`config.mk`:
```
export PLATFORM = sky130hd
export DESIGN_NAME = trs_div
export DESIGN_NICKNAME = d
export VERILOG_FILES = /design/src/design/trs_pkg.sv /design/src/design/trs_div.sv
export SDC_FILE = /design/constraint.sdc
export NUM_CORES = 1
export LEC_CHECK = 0
export ABC_AREA = 1
export BUFFER_PORTS_ARGS = -buffer_cell sky130_fd_sc_hd__buf_2
export CAP_MARGIN = 20
export CORE_MARGIN = 3
export CORE_UTILIZATION = 30
export CTS_CLUSTER_SIZE = 25
export DETAILED_ROUTE_END_ITERATION = 16
export GPL_TIMING_DRIVEN = 1
export SYNTH_ARGS = -nofsm -noshare
export SYNTH_HDL_FRONTEND = slang
export SYNTH_SLANG_ARGS = --single-unit
```
`constraint.sdc`:
```
create_clock -name i_clk -period 1.8 [get_ports i_clk]
set_input_delay 0.09 -clock i_clk [delete_from_list [all_inputs] [get_ports i_clk]]
set_output_delay 0.09 -clock i_clk [all_outputs]
set_load 0.01 [all_outputs]
```
`src/design/trs_pkg.sv`:
```
// ----------------------------------------------------------------------------
// trs_pkg
// Shared widths, codes and helpers of the texture resampling sampler.
// ----------------------------------------------------------------------------
`timescale 1ns / 1ps
`default_nettype none

package trs_pkg;

    localparam int STORE_TEXELS = 4096;
    localparam int ADDR_BITS    = $clog2(STORE_TEXELS);
    localparam int CHANNEL_BITS = 16;
    localparam int WEIGHT_BITS  = 8;
    localparam int TEXEL_BITS   = 4 * CHANNEL_BITS;
    localparam int SIZE_BITS    = 13;
    localparam int COORD_BITS   = 12;
    localparam int NUM_BITS     = COORD_BITS + SIZE_BITS;
    localparam int DVD_BITS     = NUM_BITS + WEIGHT_BITS;
    localparam int DVS_BITS     = SIZE_BITS + 1;
    localparam int CFG_IDX_BITS = 3;

    localparam logic [SIZE_BITS-1:0] MAX_SIZE = SIZE_BITS'(4096);

    localparam logic CMD_WRITE  = 1'b0;
    localparam logic CMD_SAMPLE = 1'b1;

    localparam logic [CFG_IDX_BITS-1:0] CFG_SRC_W  = 3'd0;
    localparam logic [CFG_IDX_BITS-1:0] CFG_SRC_H  = 3'd1;
    localparam logic [CFG_IDX_BITS-1:0] CFG_SRC_D  = 3'd2;
    localparam logic [CFG_IDX_BITS-1:0] CFG_DST_W  = 3'd3;
    localparam logic [CFG_IDX_BITS-1:0] CFG_DST_H  = 3'd4;
    localparam logic [CFG_IDX_BITS-1:0] CFG_DST_D  = 3'd5;
    localparam logic [CFG_IDX_BITS-1:0] CFG_LINEAR = 3'd6;

    typedef logic [TEXEL_BITS-1:0] t_texel;

    // zero reads as one, anything past the largest size saturates
    function automatic logic [SIZE_BITS-1:0] size_sat(input logic [SIZE_BITS-1:0] v);
        logic [SIZE_BITS-1:0] r;
        if (v == '0) begin
            r = SIZE_BITS'(1);
        end else if (v > MAX_SIZE) begin
            r = MAX_SIZE;
        end else begin
            r = v;
        end
        return r;
    endfunction

endpackage

`default_nettype wire

```
`src/design/trs_div.sv`:
```
// ----------------------------------------------------------------------------
// trs_div
// Radix-2 restoring divider, one quotient bit per cycle.
// ----------------------------------------------------------------------------
`timescale 1ns / 1ps
`default_nettype none

module trs_div (
    input  wire                          i_clk,
    input  wire                          i_rst_n,
    input  wire                          i_start,
    input  wire [trs_pkg::DVD_BITS-1:0]  i_dividend,
    input  wire [trs_pkg::DVS_BITS-1:0]  i_divisor,
    output logic                         o_done,
    output logic [trs_pkg::DVD_BITS-1:0] o_quotient
);
    import trs_pkg::*;

    localparam int CNT_BITS = $clog2(DVD_BITS + 1);

    logic [DVD_BITS-1:0] r_quo;
    logic [DVS_BITS-1:0] r_rem;
    logic [DVS_BITS-1:0] r_dvs;
    logic [CNT_BITS-1:0] r_cnt;
    logic                r_busy;
    logic                r_done;
    logic [DVS_BITS:0]   trial;
    logic [DVS_BITS:0]   diff;
    logic                fits;

    assign trial = {r_rem, r_quo[DVD_BITS-1]};
    assign fits  = trial >= {1'b0, r_dvs};
    assign diff  = trial - {1'b0, r_dvs};

    always_ff @(posedge i_clk) begin
        if (!i_rst_n) begin
            r_busy <= 1'b0;
            r_done <= 1'b0;
            r_cnt  <= '0;
        end else begin
            r_done <= 1'b0;
            if (i_start) begin
                r_busy <= 1'b1;
                r_cnt  <= CNT_BITS'(DVD_BITS);
            end else if (r_busy) begin
                r_cnt <= r_cnt - 1'b1;
                if (r_cnt == CNT_BITS'(1)) begin
                    r_busy <= 1'b0;
                    r_done <= 1'b1;
                end
            end
        end
    end

    always_ff @(posedge i_clk) begin
        if (i_start) begin
            r_quo <= i_dividend;
            r_rem <= '0;
            r_dvs <= i_divisor;
        end else if (r_busy) begin
            r_quo <= {r_quo[DVD_BITS-2:0], fits};
            r_rem <= fits ? diff[DVS_BITS-1:0] : trial[DVS_BITS-1:0];
        end
    end

    assign o_done     = r_done;
    assign o_quotient = r_quo;

endmodule

`default_nettype wire

```
* Word-level counts from Yosys, hierarchy flattened *
Index checks and enable logic that the tools add are counted.

storage, ports and cells
  output and inout port bits = 34
  bits in registers = 69
  word-level logic and storage cells = 25

cells by class
  reduce and logical (&&, ||, !) cells = 3
  muxes and demuxes = 9
  add/subtract/negate cells = 2
  eq/ne operators = 1
  bitwise operators = 2
  magnitude comparators = 1

operators with widths
  cell                 count
  $mux 33              2
  $ge 15x14->1         1
  $mux 14              1
  $sub 14x14->14       1
  $mux 6               2
  $eq 6x1->1 const B   1
  $sub 6x1->6 const B  1
  $mux 1               4
  $reduce_or 3->1      1
  $not 1->1            2
  $reduce_bool 2->1    1
  $reduce_or 2->1      1

* Depth between registers and ports, before layout *
  depth after elaboration = 4
  mapped depth = 15

* Worst setup path before layout *
OpenSTA, ideal clock, no wires.

  path type = register to register
  start = reg r_quo[32] (netlist: o_quotient[32])
  end = reg r_rem[6]
  buffers on the path = 0
  cell stages (with the launch flop) = 12
  data arrival time = 1.798 ns
  path slack = -0.110 ns
  library setup time = 0.112 ns
  path through = edfxtp_1 inv_1 ha_1 inv_1 fa_1 nand3_1 nand3_1 a21oi_1 xor2_1 nand2_1 nand2_1 nand2_1

on the way
  cells in the longest elaborated chain, start to end = 2
  elaborated cells on any way between the ends = 3

ends and longest elaborated chain
  what                                            RTL line                      source
  start, declared                                 trs_div.sv:21                 logic [DVD_BITS-1:0] r_quo;
  start signal, assigned                          trs_div.sv:57                 r_quo <= i_dividend;
  start signal, assigned                          trs_div.sv:61                 r_quo <= {r_quo[DVD_BITS-2:0], fits};
  $sub 14x14->14 or $ge 15x14->1 (tied branches)  trs_div.sv:33, trs_div.sv:32
  $mux 14 (*)                                     trs_div.sv:62                 r_rem <= fits ? diff[DVS_BITS-1:0] : trial[DVS_BITS-1:0];
  end signal, assigned                            trs_div.sv:62
  end, declared                                   trs_div.sv:22                 logic [DVS_BITS-1:0] r_rem;

Every way passes the cells marked *; elsewhere a longest branch is shown, timed or not.
A chain may end at the register's enable or synchronous reset.

* Final worst setup path *
  start = reg r_quo[32] (netlist: o_quotient[32])
  end = reg r_rem[3]

Same word-level chain as after synthesis.

==> impl_metrics.toml <==
[status]
status = "finished, violations left"
violations = "setup timing"

[cts]
clock_sinks = 69
cts_root_buf = "clkbuf_16"
cts_tree = "yes"
clkSlewWorstSetupHoldPaths_ns = 0.06
worstSkewPairLatency_ns = 0.34
htree_levels = 3
max-clock-path-buffers = 2
cts_buffers = 9

[logic_synthesis]
synth_area_mm2 = 0.00378
ys_seq_elements = 69
syn_area_per_cell_um2 = 8.00
async_reset_ff_share_pct = 0
synth_seq_area_share_pct = 48.9
ys_warn_count = 0
synth-edff-count = 47
yosysUniqueCellTypes = 35
netlist_instances = 473
syn-num-nets = 541
synthFlopType = "edfxtp_1"

[routing]
vias = 3594
drt_iter0_drc = 149
firstDrtPassIters = 7
wl_per_cell_um = 12.9
vias_per_cell = 4.44
drc = 0
drtAntennaViolNets = 0
routed_wl_um = 10500

[cells_and_area]
mostFrequentLayoutCell = "nand2_1"
ff_latch_area_mm2 = 0.00185
stdcell_area_mm2 = 0.00559
filler_cell_count = 1192
final_cell_mix = "nand2_1 (197), buf_2 (83), buf_4 (59), inv_1 (48), edfxtp_1 (47)"
area_growth_pct = 47.8
diodes = 0
drive_above_1_share_pct = 34.0
multiInputGateArea_mm2 = 0.00190
num-nets-final = 705

[hold_path]
hold_end = "r_cnt[0]"
min_path_type = "input pin to flip-flop"
worstHoldPathCells = 3
hold_start = "i_rst_n"

[place]
dp_slack_ns = -0.192
portBuffers = 83
hpwl_um = 7550
dpl_cell_area_mm2 = 0.00482
gp_congestion = 0.942

[pwr]
p_per_area_mw_per_mm2 = 779
p_seq_share_pct = 43.8
clockPowerShare_pct = 39.3
switching_share_pct = 25.6
leakage_uw = 0.00273
p_sw_uw = 1110
finalPower_uw = 4350
ir_worst_vdd_v = 0.000476
p_int_uw = 3240
pwr-share-comb_pct = 16.9

[critical_path]
crit_required_ns = 2.03
crit_fanout = 6
critPathCaptureType = "flip-flop"
r2r-end = "r_rem[3]"
rr_worst_depth = 12
slowest_stage = "edfxtp_1"
reg2reg_slack_ns = -0.1
critPathBufInv = 4
cp_slowest_stage_delay_ns = 0.39
reg2reg_from = "o_quotient[32]"
cpMostUsedCell = "nand2_1"
path_delay_family = "simple AND/OR/NAND/NOR gates"
crit_arrival_ns = 2.12
critical_path_class = "flip-flop to flip-flop"
cp_cell_sequence = "inv_2, buf_4, ha_4, nand2_1, nor2_2, nand4_4, nand3_4, buf_4, buf_6, nand2_1, nand3_2, nand2_1"
startpoint = "o_quotient[32]"
start_kind = "flip-flop"

[timing]
period_minus_slack_ns = 1.90
timing.final.ws_setup_ns = -0.0952
hold_slack_ns = 0.0118
tightest_slew_ns = 0.370
final.period_utilization_pct = 105
relSlewSlack_pct = 75.2
fmax_mhz = 528
rsz0062_at_grt = "yes"
slew_viol_final = 0
hold_viol_final = 0
setup_viol = 14
fin_skew_ns = 0.00612

[global_routing]
grt_max_degree = 37
grt.total_usage_pct = 15.4
grt_overflow = 0
antenna_found_initial = 0
grt_pass1_vias = 3735
grt_pass1_wl_um = 17500

[die]
rows = 40
fp.coreArea_mm2 = 0.0122
ios = 84
die_area_mm2 = 0.0140
die_w_um = 118
die_h_um = 118
initial_core_util_pct = 31.1

[job]
drv_cap = 0
==> cell type report <==
class | count | area share, %
multi-input combinational | 337 | 34.0
tap | 168 | 3.76
timing repair buffer | 164 | 20.2
inverter | 56 | 3.83
clock inverter | 5 | 0.962
sequential | 69 | 33.1
clock buffer | 11 | 4.16
==> worst max path at each step <==
stage	to	slack, ns	depth (start not counted)
finish	r_rem[3]	-0.1	12
global route	r_rem[6]	-0.23	11
CTS	r_rem[8]	-0.07	11
detailed placement	r_rem[12]	-0.19	12
global placement	r_rem[12]	-0.17	12
floorplan	r_rem[6]	0.008	11
==> synth_stat cells (4+ instances only) <==
cell | number | area [um^2]
xnor2_1 | 4 | 35.0
nand2_1 | 202 | 758
ha_1 | 17 | 213
nand4_1 | 8 | 50.1
nand3_1 | 23 | 115
a21oi_1 | 8 | 40.0
dfxtp_1 | 22 | 440
nor3_1 | 4 | 20.0
xor2_1 | 4 | 35.0
inv_1 | 53 | 199
nor2_1 | 37 | 139
edfxtp_1 | 47 | 1410
nor2_2 | 8 | 50.1
clkbuf_1 | 8 | 30.0
o21ai_0 | 4 | 20.0
==> cells by family (layout without fill, tap and decap cells) <==
family	after synthesis	in the layout	synth area share, %
adders and majority gates	18	18	6.15
xor gates and xnor gates	8	8	1.85
and+or+nand+nor	291	291	32.7
buffers and inverters	67	236	7.08
DFF	69	69	48.9
AOI/OAI and AO/OA	20	20	3.31
==> through the flow <==
step	std cells	setup TNS, ns	util, %
3_5_place_dp	769	-1.39	39.6
5_1_grt	810	-2.54	46.0
6_report	810	-0.610	46.0
4_1_cts	809	-0.407	45.5
2_1_floorplan	473	0	-
3_3_place_gp	769	-0.824	39.6
==> flip-flops by register name, indices dropped and copies added, names as in the netlist <==
register and flops:
r_rem 14, r_busy 1, r_cnt 6, r_dvs 14, o_done 1, o_quotient 33
==> metal layers <==
metal	global-route usage [%]	up-vias	part of all wire (%)
met5	0	-	0
met4	6.01	0	2.0
met3	4.55	16	6.1
met2	24.9	95	47
met1	19.5	1656	45
li1	-	1827	-
==> power groups by stage <==
stage / clock network, uW / logic, uW / registers [uW]
after floorplan: 0 / 300 / 1970
after global placement: 0 / 650 / 1930
after detailed placement: 0 / 658 / 1930
after CTS: 1750 / 734 / 1910
after global routing: 1810 / 825 / 1920
final: 1710 / 736 / 1910
==> what timing repair did <==
action	in CTS	in global routing
endpoints found under the hold margin	14	0
pin swaps	10	12
endpoints found under the setup margin	14	15
gates resized for setup	32	10
hold buffers	14	0
gates cloned	1	0
buffers inserted	9	1
==> worst register-to-register path: cells and delay by family (launching register included) <==
kind	cells	cell delay, ns
flops	1	0.39
fa+ha+maj	1	0.26
buf+inv	4	0.45
simple gates	7	0.67
(Power assumes the default switching activity.)
